[config.mk]
export PLATFORM = sky130hd
export DESIGN_NAME = terrain_agl_tracker
export DESIGN_NICKNAME = d
export VERILOG_FILES = /design/src/hdl/tat_pkg.sv /design/src/hdl/tat_ingress.sv /design/src/hdl/tat_core.sv /design/src/hdl/terrain_agl_tracker.sv
export VERILOG_INCLUDE_DIRS = /design/src /design/src/hdl
export SDC_FILE = /design/constraint.sdc
export NUM_CORES = 1
export LEC_CHECK = 0
export BUFFER_PORTS_ARGS = -buffer_cell sky130_fd_sc_hd__buf_2
export CELL_PAD_IN_SITES_DETAIL_PLACEMENT = 1
export CELL_PAD_IN_SITES_GLOBAL_PLACEMENT = 1
export CORE_MARGIN = 4
export CORE_UTILIZATION = 40
export CTS_CLUSTER_DIAMETER = 60
export DETAILED_ROUTE_END_ITERATION = 10
export PLACE_DENSITY = 0.7
export SETUP_SLACK_MARGIN = 0.3
export SLEW_MARGIN = 25
export SYNTH_ARGS = -nofsm -noshare
export SYNTH_HDL_FRONTEND = slang
export SYNTH_SLANG_ARGS = --single-unit
[constraint.sdc]
create_clock -name clock -period 13.1 [get_ports clock]
set_clock_uncertainty 0.2 [all_clocks]
set_input_delay 3.93 -clock clock [delete_from_list [all_inputs] [get_ports clock]]
set_output_delay 3.93 -clock clock [all_outputs]
set_load 0.05 [all_outputs]
[src/hdl/terrain_agl_tracker_macros.svh]
// Assertion macros shared by the terrain AGL tracker RTL.
// Stand-alone header; each macro takes its clock and synchronous reset.
`ifndef TERRAIN_AGL_TRACKER_MACROS_SVH
`define TERRAIN_AGL_TRACKER_MACROS_SVH

// Same-cycle implication, disabled while reset is high.
`define TAT_ASSERT_NOW(label, clk, rst, cond, conseq, msg) \
   label: assert property (@(posedge clk) disable iff (rst) (cond) |-> (conseq)) \
      else $error(msg);

// Next-cycle implication, disabled while reset is high.
`define TAT_ASSERT_NEXT(label, clk, rst, cond, conseq, msg) \
   label: assert property (@(posedge clk) disable iff (rst) (cond) |=> (conseq)) \
      else $error(msg);

`endif

[src/hdl/tat_pkg.sv]
// Shared types and constants for the terrain AGL tracker.
// No dependencies; imported by every tracker module.
`default_nettype none

package tat_pkg;

   localparam int TIME_W      = 32;
   localparam int POS_W       = 32;
   localparam int ALT_W       = 25;
   localparam int TERR_W      = 21;
   localparam int AGE_W       = 16;
   localparam int CMD_W       = 2;
   localparam int CSR_IDX_W   = 1;
   localparam int REQ_TDATA_W = 152;
   localparam int RSP_TDATA_W = 32;

   localparam logic [AGE_W-1:0] GPS_MAX_AGE_RST = 16'd3000;
   localparam logic [AGE_W-1:0] ARM_WINDOW_RST  = 16'd2000;

   typedef enum logic [CMD_W-1:0] {
      CMD_ARM   = 2'd0,
      CMD_GPS   = 2'd1,
      CMD_QUERY = 2'd2,
      CMD_CLEAR = 2'd3
   } cmd_type;

   typedef enum logic [CSR_IDX_W-1:0] {
      CSR_GPS_MAX_AGE = 1'b0,
      CSR_ARM_WINDOW  = 1'b1
   } csr_index_type;

   typedef struct packed {
      cmd_type                    command;
      logic [TIME_W-1:0]          now_ms;
      logic                       arm_state;
      logic                       fix_ok;
      logic signed [POS_W-1:0]    latitude_e7;
      logic signed [POS_W-1:0]    longitude_e7;
      logic signed [ALT_W-1:0]    gps_altitude_cm;
      logic                       terrain_found;
      logic signed [TERR_W-1:0]   terrain_elevation_cm;
   } item_type;

   typedef struct packed {
      logic                       agl_good;
      logic signed [ALT_W-1:0]    agl_cm;
      logic                       is_calibrated;
      logic                       calibration_waiting;
      logic                       just_calibrated;
   } result_type;

endpackage

`default_nettype wire

[src/hdl/tat_ingress.sv]
// Input stage of the terrain AGL tracker: unpacks and registers one request.
// Depends on tat_pkg.
`default_nettype none

module tat_ingress (
   input  wire logic                             clock,
   input  wire logic                             reset,
   input  wire logic                             req_tvalid,
   output logic                                  req_tready,
   // tdata: now_ms, arm_state, fix_ok, latitude_e7, longitude_e7,
   //        gps_altitude_cm, terrain_found, terrain_elevation_cm, zero pad
   input  wire logic [tat_pkg::REQ_TDATA_W-1:0]  req_tdata,
   // tuser: command
   input  wire logic [tat_pkg::CMD_W-1:0]        req_tuser,
   input  wire logic                             advance,
   output logic                                  item_valid,
   output tat_pkg::item_type                     item
);
   import tat_pkg::*;

   logic     valid_ff;
   item_type item_ff;
   item_type item_in;

   assign req_tready = !valid_ff || advance;

   always_comb begin
      item_in.command              = cmd_type'(req_tuser);
      item_in.now_ms               = req_tdata[31:0];
      item_in.arm_state            = req_tdata[32];
      item_in.fix_ok               = req_tdata[33];
      item_in.latitude_e7          = req_tdata[65:34];
      item_in.longitude_e7         = req_tdata[97:66];
      item_in.gps_altitude_cm      = req_tdata[122:98];
      item_in.terrain_found        = req_tdata[123];
      item_in.terrain_elevation_cm = req_tdata[144:124];
   end

   always_ff @(posedge clock) begin
      if (reset) begin
         valid_ff <= 1'b0;
      end else if (req_tready) begin
         valid_ff <= req_tvalid;
      end
   end

   always_ff @(posedge clock) begin
      if (req_tvalid && req_tready) begin
         item_ff <= item_in;
      end
   end

   assign item_valid = valid_ff;
   assign item       = item_ff;

endmodule

`default_nettype wire

[src/hdl/tat_core.sv]
// Tracker state, settings registers and per-item update logic.
// Depends on tat_pkg and terrain_agl_tracker_macros.svh.
`default_nettype none

module tat_core (
   input  wire logic                            clock,
   input  wire logic                            reset,
   input  wire logic                            csr_wen,
   input  wire logic [tat_pkg::CSR_IDX_W-1:0]   csr_index,
   input  wire logic [tat_pkg::AGE_W-1:0]       csr_wdata,
   input  wire logic                            fire,
   input  wire tat_pkg::item_type               item,
   output tat_pkg::result_type                  result
);
   import tat_pkg::*;

   `include "terrain_agl_tracker_macros.svh"

   localparam logic signed [POS_W-1:0] LAT_MAX = 32'sd900000000;
   localparam logic signed [POS_W-1:0] LON_MAX = 32'sd1800000000;
   localparam int AGL_RAW_W = ALT_W + 2;
   localparam logic signed [AGL_RAW_W-1:0] AGL_MAX = 27'sd12100000;
   localparam logic signed [AGL_RAW_W-1:0] AGL_MIN = -27'sd12100000;
   localparam logic signed [ALT_W-1:0] OFF_MAX = {1'b0, {(ALT_W-1){1'b1}}};
   localparam logic signed [ALT_W-1:0] OFF_MIN = {1'b1, {(ALT_W-1){1'b0}}};

   function automatic logic fresh(input logic [TIME_W-1:0] t,
                                  input logic [TIME_W-1:0] now,
                                  input logic [AGE_W-1:0]  max_age);
      logic [TIME_W-1:0] age;
      age = now - t;
      return (now >= t) && (age <= {{(TIME_W-AGE_W){1'b0}}, max_age});
   endfunction

   logic [AGE_W-1:0] gps_max_age_ff, arm_window_ff;

   logic seen_disarm_ff, armed_ff, pending_ff, calibrated_ff, gps_ok_ff, agl_ok_ff;
   logic seen_disarm_in, armed_in, pending_in, calibrated_in, gps_ok_in, agl_ok_in;
   logic signed [ALT_W-1:0] last_alt_ff, home_offset_ff, current_agl_ff;
   logic signed [ALT_W-1:0] last_alt_in, home_offset_in, current_agl_in;
   logic [TIME_W-1:0] arm_time_ff, last_gps_time_ff, arm_time_in, last_gps_time_in;

   logic                    pos_ok;
   logic                    arm_fresh;
   logic                    gps_fresh;
   logic signed [ALT_W-1:0] alt_sel;
   logic signed [ALT_W:0]   off_raw;
   logic signed [ALT_W-1:0] off_sat;
   logic signed [AGL_RAW_W-1:0] agl_raw;
   logic signed [ALT_W-1:0] agl_sat;
   logic                    just;
   logic                    cal_done;
   logic                    valid;

   // Settings registers
   always_ff @(posedge clock) begin
      if (reset) begin
         gps_max_age_ff <= GPS_MAX_AGE_RST;
         arm_window_ff  <= ARM_WINDOW_RST;
      end else if (csr_wen) begin
         unique case (csr_index_type'(csr_index))
            CSR_GPS_MAX_AGE: gps_max_age_ff <= csr_wdata;
            CSR_ARM_WINDOW:  arm_window_ff  <= csr_wdata;
            default: ;
         endcase
      end
   end

   always_comb begin
      pos_ok = item.fix_ok &&
               item.latitude_e7 >= -LAT_MAX && item.latitude_e7 <= LAT_MAX &&
               item.longitude_e7 >= -LON_MAX && item.longitude_e7 <= LON_MAX;
      arm_fresh = fresh(arm_time_ff, item.now_ms, arm_window_ff);
      gps_fresh = fresh(last_gps_time_ff, item.now_ms, gps_max_age_ff);

      // Arm events calibrate against the stored altitude, GPS against its own
      alt_sel = (item.command == CMD_ARM) ? last_alt_ff : item.gps_altitude_cm;
      off_raw = {alt_sel[ALT_W-1], alt_sel}
                - {{(ALT_W+1-TERR_W){item.terrain_elevation_cm[TERR_W-1]}},
                   item.terrain_elevation_cm};
      if (off_raw[ALT_W] != off_raw[ALT_W-1]) begin
         off_sat = off_raw[ALT_W] ? OFF_MIN : OFF_MAX;
      end else begin
         off_sat = off_raw[ALT_W-1:0];
      end

      agl_raw = {{2{item.gps_altitude_cm[ALT_W-1]}}, item.gps_altitude_cm}
                - {{(AGL_RAW_W-TERR_W){item.terrain_elevation_cm[TERR_W-1]}},
                   item.terrain_elevation_cm}
                - (calibrated_ff ? {{2{home_offset_ff[ALT_W-1]}}, home_offset_ff}
                                 : AGL_RAW_W'(0));
      if (agl_raw > AGL_MAX) begin
         agl_sat = AGL_MAX[ALT_W-1:0];
      end else if (agl_raw < AGL_MIN) begin
         agl_sat = AGL_MIN[ALT_W-1:0];
      end else begin
         agl_sat = agl_raw[ALT_W-1:0];
      end
   end

   always_comb begin
      seen_disarm_in   = seen_disarm_ff;
      armed_in         = armed_ff;
      pending_in       = pending_ff;
      calibrated_in    = calibrated_ff;
      gps_ok_in        = gps_ok_ff;
      agl_ok_in        = agl_ok_ff;
      last_alt_in      = last_alt_ff;
      home_offset_in   = home_offset_ff;
      current_agl_in   = current_agl_ff;
      arm_time_in      = arm_time_ff;
      last_gps_time_in = last_gps_time_ff;
      just             = 1'b0;
      cal_done         = 1'b0;

      unique case (item.command)
         CMD_ARM: begin
            if (!item.arm_state) begin
               seen_disarm_in = 1'b1;
               armed_in       = 1'b0;
               pending_in     = 1'b0;
            end else if (!armed_ff) begin
               armed_in    = 1'b1;
               arm_time_in = item.now_ms;
               pending_in  = seen_disarm_ff;
               // Window opens now, so only GPS status, GPS age and terrain gate capture
               if (seen_disarm_ff && gps_ok_ff && gps_fresh) begin
                  pending_in = 1'b0;
                  if (item.terrain_found) begin
                     home_offset_in = off_sat;
                     current_agl_in = '0;
                     calibrated_in  = 1'b1;
                     agl_ok_in      = 1'b1;
                     just           = 1'b1;
                  end
               end
            end
         end
         CMD_GPS: begin
            if (!pos_ok) begin
               gps_ok_in = 1'b0;
               agl_ok_in = 1'b0;
            end else begin
               last_alt_in      = item.gps_altitude_cm;
               last_gps_time_in = item.now_ms;
               gps_ok_in        = 1'b1;
               if (pending_ff && armed_ff) begin
                  pending_in = 1'b0;
                  if (arm_fresh && item.terrain_found) begin
                     home_offset_in = off_sat;
                     current_agl_in = '0;
                     calibrated_in  = 1'b1;
                     agl_ok_in      = 1'b1;
                     just           = 1'b1;
                     cal_done       = 1'b1;
                  end
               end
               if (!cal_done) begin
                  if (!item.terrain_found) begin
                     agl_ok_in = 1'b0;
                  end else begin
                     current_agl_in = agl_sat;
                     agl_ok_in      = 1'b1;
                  end
               end
            end
         end
         CMD_QUERY: ;
         CMD_CLEAR: begin
            seen_disarm_in   = 1'b0;
            armed_in         = 1'b0;
            pending_in       = 1'b0;
            calibrated_in    = 1'b0;
            gps_ok_in        = 1'b0;
            agl_ok_in        = 1'b0;
            last_alt_in      = '0;
            home_offset_in   = '0;
            current_agl_in   = '0;
            arm_time_in      = '0;
            last_gps_time_in = '0;
         end
         default: ;
      endcase

      valid = gps_ok_in && agl_ok_in &&
              fresh(last_gps_time_in, item.now_ms, gps_max_age_ff);

      result.agl_good            = valid;
      result.agl_cm              = valid ? current_agl_in : '0;
      result.is_calibrated       = calibrated_in;
      result.calibration_waiting = pending_in;
      result.just_calibrated     = just;
   end

   always_ff @(posedge clock) begin
      if (reset) begin
         seen_disarm_ff   <= 1'b0;
         armed_ff         <= 1'b0;
         pending_ff       <= 1'b0;
         calibrated_ff    <= 1'b0;
         gps_ok_ff        <= 1'b0;
         agl_ok_ff        <= 1'b0;
         last_alt_ff      <= '0;
         home_offset_ff   <= '0;
         current_agl_ff   <= '0;
         arm_time_ff      <= '0;
         last_gps_time_ff <= '0;
      end else if (fire) begin
         seen_disarm_ff   <= seen_disarm_in;
         armed_ff         <= armed_in;
         pending_ff       <= pending_in;
         calibrated_ff    <= calibrated_in;
         gps_ok_ff        <= gps_ok_in;
         agl_ok_ff        <= agl_ok_in;
         last_alt_ff      <= last_alt_in;
         home_offset_ff   <= home_offset_in;
         current_agl_ff   <= current_agl_in;
         arm_time_ff      <= arm_time_in;
         last_gps_time_ff <= last_gps_time_in;
      end
   end

   `TAT_ASSERT_NOW(a_just_cal_flags, clock, reset, fire && result.just_calibrated, result.is_calibrated && !result.calibration_waiting, "capture left flags inconsistent")
   `TAT_ASSERT_NEXT(a_clear_state, clock, reset, fire && item.command == CMD_CLEAR, !calibrated_ff && !pending_ff && !gps_ok_ff && !armed_ff, "clear did not reset state")
   `TAT_ASSERT_NEXT(a_valid_state, clock, reset, fire && result.agl_good, gps_ok_ff && agl_ok_ff, "valid AGL without stored GPS and AGL status")
   `TAT_ASSERT_NEXT(a_offset_hold, clock, reset, !fire, $stable(home_offset_ff) && $stable(calibrated_ff), "state moved without a transfer")

endmodule

`default_nettype wire

[src/hdl/terrain_agl_tracker.sv]
// Terrain AGL tracker top level: input register, state update, result register.
// A request is registered in tat_ingress, then its result in the result register.
// Throughput: one item per cycle while rsp_tready does not stall the result register.
// Reset: synchronous, active high; clears all tracker state and both channels,
// and loads gps_max_age_ms = 3000 and arm_window_ms = 2000.
// Depends on tat_pkg, tat_ingress and tat_core.
`default_nettype none

module terrain_agl_tracker (
   input  wire logic                             clock,
   input  wire logic                             reset,
   input  wire logic                             req_tvalid,
   output logic                                  req_tready,
   // tdata: now_ms, arm_state, fix_ok, latitude_e7, longitude_e7,
   //        gps_altitude_cm, terrain_found, terrain_elevation_cm, zero pad
   input  wire logic [tat_pkg::REQ_TDATA_W-1:0]  req_tdata,
   // tuser: command
   input  wire logic [tat_pkg::CMD_W-1:0]        req_tuser,
   output logic                                  rsp_tvalid,
   input  wire logic                             rsp_tready,
   // tdata: agl_good, agl_cm, is_calibrated, calibration_waiting,
   //        just_calibrated, zero pad
   output logic [tat_pkg::RSP_TDATA_W-1:0]       rsp_tdata,
   input  wire logic                             csr_wen,
   input  wire logic [tat_pkg::CSR_IDX_W-1:0]    csr_index,
   input  wire logic [tat_pkg::AGE_W-1:0]        csr_wdata
);
   import tat_pkg::*;

   logic       advance;
   logic       item_valid;
   logic       fire;
   item_type   item;
   result_type result;

   logic                   rsp_valid_ff;
   logic [RSP_TDATA_W-1:0] rsp_data_ff;
   logic [RSP_TDATA_W-1:0] rsp_data_in;

   // Move the staged item forward whenever the result slot is free or drains
   assign advance = !rsp_valid_ff || rsp_tready;
   assign fire    = item_valid && advance;

   tat_ingress u_ingress (
      .clock      (clock),
      .reset      (reset),
      .req_tvalid (req_tvalid),
      .req_tready (req_tready),
      .req_tdata  (req_tdata),
      .req_tuser  (req_tuser),
      .advance    (advance),
      .item_valid (item_valid),
      .item       (item)
   );

   tat_core u_core (
      .clock     (clock),
      .reset     (reset),
      .csr_wen   (csr_wen),
      .csr_index (csr_index),
      .csr_wdata (csr_wdata),
      .fire      (fire),
      .item      (item),
      .result    (result)
   );

   assign rsp_data_in = {3'b000,
                         result.just_calibrated,
                         result.calibration_waiting,
                         result.is_calibrated,
                         result.agl_cm,
                         result.agl_good};

   always_ff @(posedge clock) begin
      if (reset) begin
         rsp_valid_ff <= 1'b0;
      end else if (advance) begin
         rsp_valid_ff <= item_valid;
      end
   end

   always_ff @(posedge clock) begin
      if (fire) begin
         rsp_data_ff <= rsp_data_in;
      end
   end

   assign rsp_tvalid = rsp_valid_ff;
   assign rsp_tdata  = rsp_data_ff;

endmodule

`default_nettype wire

==> impl_metrics.env <==
export IMPL_fill_cells=7455
export IMPL_cp_start_kind="register"
export IMPL_io_pins=210
export IMPL_cts_sinks=355
export IMPL_cts_hold_fix_buffers=0
export IMPL_p_sw_mw=1.264
export IMPL_drtIter0Drc=1269
export IMPL_pre_cts_ws_ps=3122
export IMPL_syn_area_per_cell_um2=8.727
export IMPL_layout_min_cycle_time_ps=9664
export IMPL_min_path_type="reg2reg"
export IMPL_antenna_found_initial=2
export IMPL_pwr_share_comb_pct=28.6
export IMPL_crit_type="reg2reg"
export IMPL_async_reset_ff_share_pct=0
export IMPL_ctsRootBufferMaster="clkbuf_16"
export IMPL_die_x_um=259.8
export IMPL_grt_pass1_wl_um=130500
export IMPL_critPathMaxFanout=23
export IMPL_tritoncts="yes"
export IMPL_first_pass_iters=7
export IMPL_cts_resized_gates=0
export IMPL_post_cts_buffers=0
export IMPL_row_count=92
export IMPL_area_growth_pct=13.52
export IMPL_portBuffers=199
export IMPL_final_nets=3455
export IMPL_arrival_ps=9860
export IMPL_ant_nets=0
export IMPL_core_area_um2=62850
export IMPL_h_tree_depth=2
export IMPL_setup_ws_ps=3436
export IMPL_worst_setup_path_end_kind="register"
export IMPL_place_inst=3842
export IMPL_clock_fmax_mhz=103.5
export IMPL_synth_distinct_cells=96
export IMPL_ff2ff_setup_slack_ps=3440
export IMPL_detail_route_wl_per_cell_um=21.21
export IMPL_synthCells=2905
export IMPL_ys_seq_area_share_pct=34.98
export IMPL_drc_errors=0
export IMPL_intPower_mw=2.442
export IMPL_final_common_cell="a21oi_1"
export IMPL_critical_path_slowest_cell="a2111oi_1"
export IMPL_worstPathRequired_ps=13300
export IMPL_clk_latency_ps=610
export IMPL_dp_hpwl_um=64560
export IMPL_slew_limit_headroom_pct=26.24
export IMPL_final_hold_viol_count=0
export IMPL_powerDensity_nw_per_um2=128.8
export IMPL_power_frac_seq_pct=33.8
export IMPL_power_frac_clock_pct=37.5
export IMPL_grt_pass1_vias=23652
export IMPL_grt_ovfl_total=0
export IMPL_dieArea_um2=67470
export IMPL_max_cap_violations=0
export IMPL_run_status="finished clean"
export IMPL_track_usage_pct=23.94
export IMPL_ir_drop_mv=0.09745
export IMPL_fin_cells=3937
export IMPL_numCtsBuffers=49
export IMPL_slew_viol_final=0
export IMPL_worstMarginPinSlew_ps=1104
export IMPL_yosys_most_used_dff="dfxtp_1"
export IMPL_ys_ff_latch=355
export IMPL_syn_area_um2=25350
export IMPL_synth_edf_count=176
export IMPL_tns_ps=0
export IMPL_slowest_delay_ps=960
export IMPL_num_vias=22782
export IMPL_path_clk_slew_ps=60
export IMPL_ys_warn_count=0
export IMPL_routed_wl_um=83490
export IMPL_gp_congestion=0.9004
export IMPL_drive_gt1_share_pct=13.04
export IMPL_die_y_um=259.8
export IMPL_layout_common_cells="a21oi_1 (272), nor2_1 (253), nand2_1 (230)"
export IMPL_power_leakage_nw=11.12
export IMPL_vias_per_cell=5.787
export IMPL_grt_max_degree=85
export IMPL_rsz0062_at_grt="false"
export IMPL_period_share_pct=73.77
export IMPL_setup_viol=0
export IMPL_start_util_pct=40.34
export IMPL_p_sw_share_pct=34.12
export IMPL_clockBufferDepth=3
final cells by class:
| cell class | count | area (um2) | area share, % |
|---|---|---|---|
| inverter | 197 | 739.5 | 2.569 |
| antenna | 1 | 2.502 | 0.008695 |
| tap | 846 | 1059 | 3.678 |
| timing repair buffer | 220 | 1167 | 4.056 |
| sequential | 355 | 8869 | 30.82 |
| clock inverter | 33 | 392.9 | 1.365 |
| clock buffer | 59 | 1295 | 4.500 |
| multi-input combinational | 2226 | 15250 | 53.01 |
stage by stage:
| stage | cell area [um2] | power [mW] | util [%] | hold WS, ps |
|---|---|---|---|---|
| after detailed placement | 27060 | 2.322 | 43.05 | 253.1 |
| after CTS | 28750 | 3.729 | 45.74 | 264.6 |
| after global routing | 28780 | 3.903 | 45.79 | 282.5 |
| after floorplan | 25360 | 2.011 | - | 224.2 |
| final | 28780 | 3.706 | 45.79 | 262.5 |
| after global placement | 27060 | 2.280 | 43.05 | 243.5 |
final timing paths:
path | startpoint | end | cells past startpoint
setup / recovery | u_ingress.item[70] | rsp_tdata[14] | 28
hold reg to reg | u_core.gps_max_age_ff[2] | u_core.gps_max_age_ff[2] | 2
hold / removal | u_core.gps_max_age_ff[2] | u_core.gps_max_age_ff[2] | 2
setup reg to reg | u_ingress.item[70] | rsp_tdata[14] | 28
cells in the mapped netlist (all sizes together) (47+ instances only):
cell type	n	area share, %
a211oi	51	1.5
a21o	73	2.2
a21oi	275	5.5
and3	49	1.2
clkbuf	112	1.7
dfxtp	179	14
edfxtp	176	21
ha	224	11
inv	196	2.9
nand2	231	3.4
nand3	47	0.93
nand4	52	1.3
nor2	255	3.8
nor3	65	1.3
nor3b	60	1.8
o21a	53	1.6
o21ai	111	2.2
xnor2	68	2.3
cell families (layout without fill, tap and decap cells):
| group | after synthesis | after routing | synth area share (%) |
|---|---|---|---|
| compound gates | 899 | 899 | 24.27 |
| other cells | 1 | 4 | 0.01479 |
| fa+ha+maj | 230 | 230 | 11.53 |
| xor+xnor | 105 | 105 | 3.627 |
| buf+inv | 326 | 509 | 5.049 |
| simple gates | 954 | 954 | 19.03 |
| mux | 35 | 35 | 1.500 |
| flops | 355 | 355 | 34.98 |
registers in the layout, indices dropped and copies added, names as in the netlist:
name and count:
u_core.arm_time_ff 32, u_core.last_gps_time_ff 32, u_core.agl_ok_ff 1, u_core.gps_ok_ff 1, u_core.seen_disarm_ff 1, u_ingress.item 147, u_ingress.item_valid 1, u_core.gps_max_age_ff 16
u_core.calibrated_ff 1, u_core.arm_window_ff 16, u_core.last_alt_ff 25, u_core.armed_ff 1, rsp_tdata 29, u_core.home_offset_ff 25, rsp_tvalid 1, u_core.pending_ff 1
u_core.current_agl_ff 25
layer usage:
| layer | global-route usage (%) | vias up | share of wire, % |
|---|---|---|---|
| li1 | - | 11069 | - |
| met2 | 42.71 | 364 | 50 |
| met4 | 8.110 | 0 | 3.3 |
| met3 | 2.775 | 138 | 3.4 |
| met1 | 30.00 | 11211 | 43 |
| met5 | 0 | - | 0 |
critical path, delay by kind of cell, from the launching register on:
family          cells  cell delay, ps
compound gates     12            3710
xor+xnor            1             220
buf+inv             1             240
simple gates       11            3680
fa+ha+maj           3             950
flops               1             430
power groups by stage:
stage / clock (mW) / combinational (mW) / sequential [mW]
after floorplan: 0 / 0.735 / 1.28
after global placement: 0 / 1.00 / 1.28
after detailed placement: 0 / 1.04 / 1.28
after CTS: 1.42 / 1.05 / 1.25
after global routing: 1.47 / 1.17 / 1.26
final: 1.39 / 1.06 / 1.25
No activity file was read; power rests on OpenSTA's default activity.
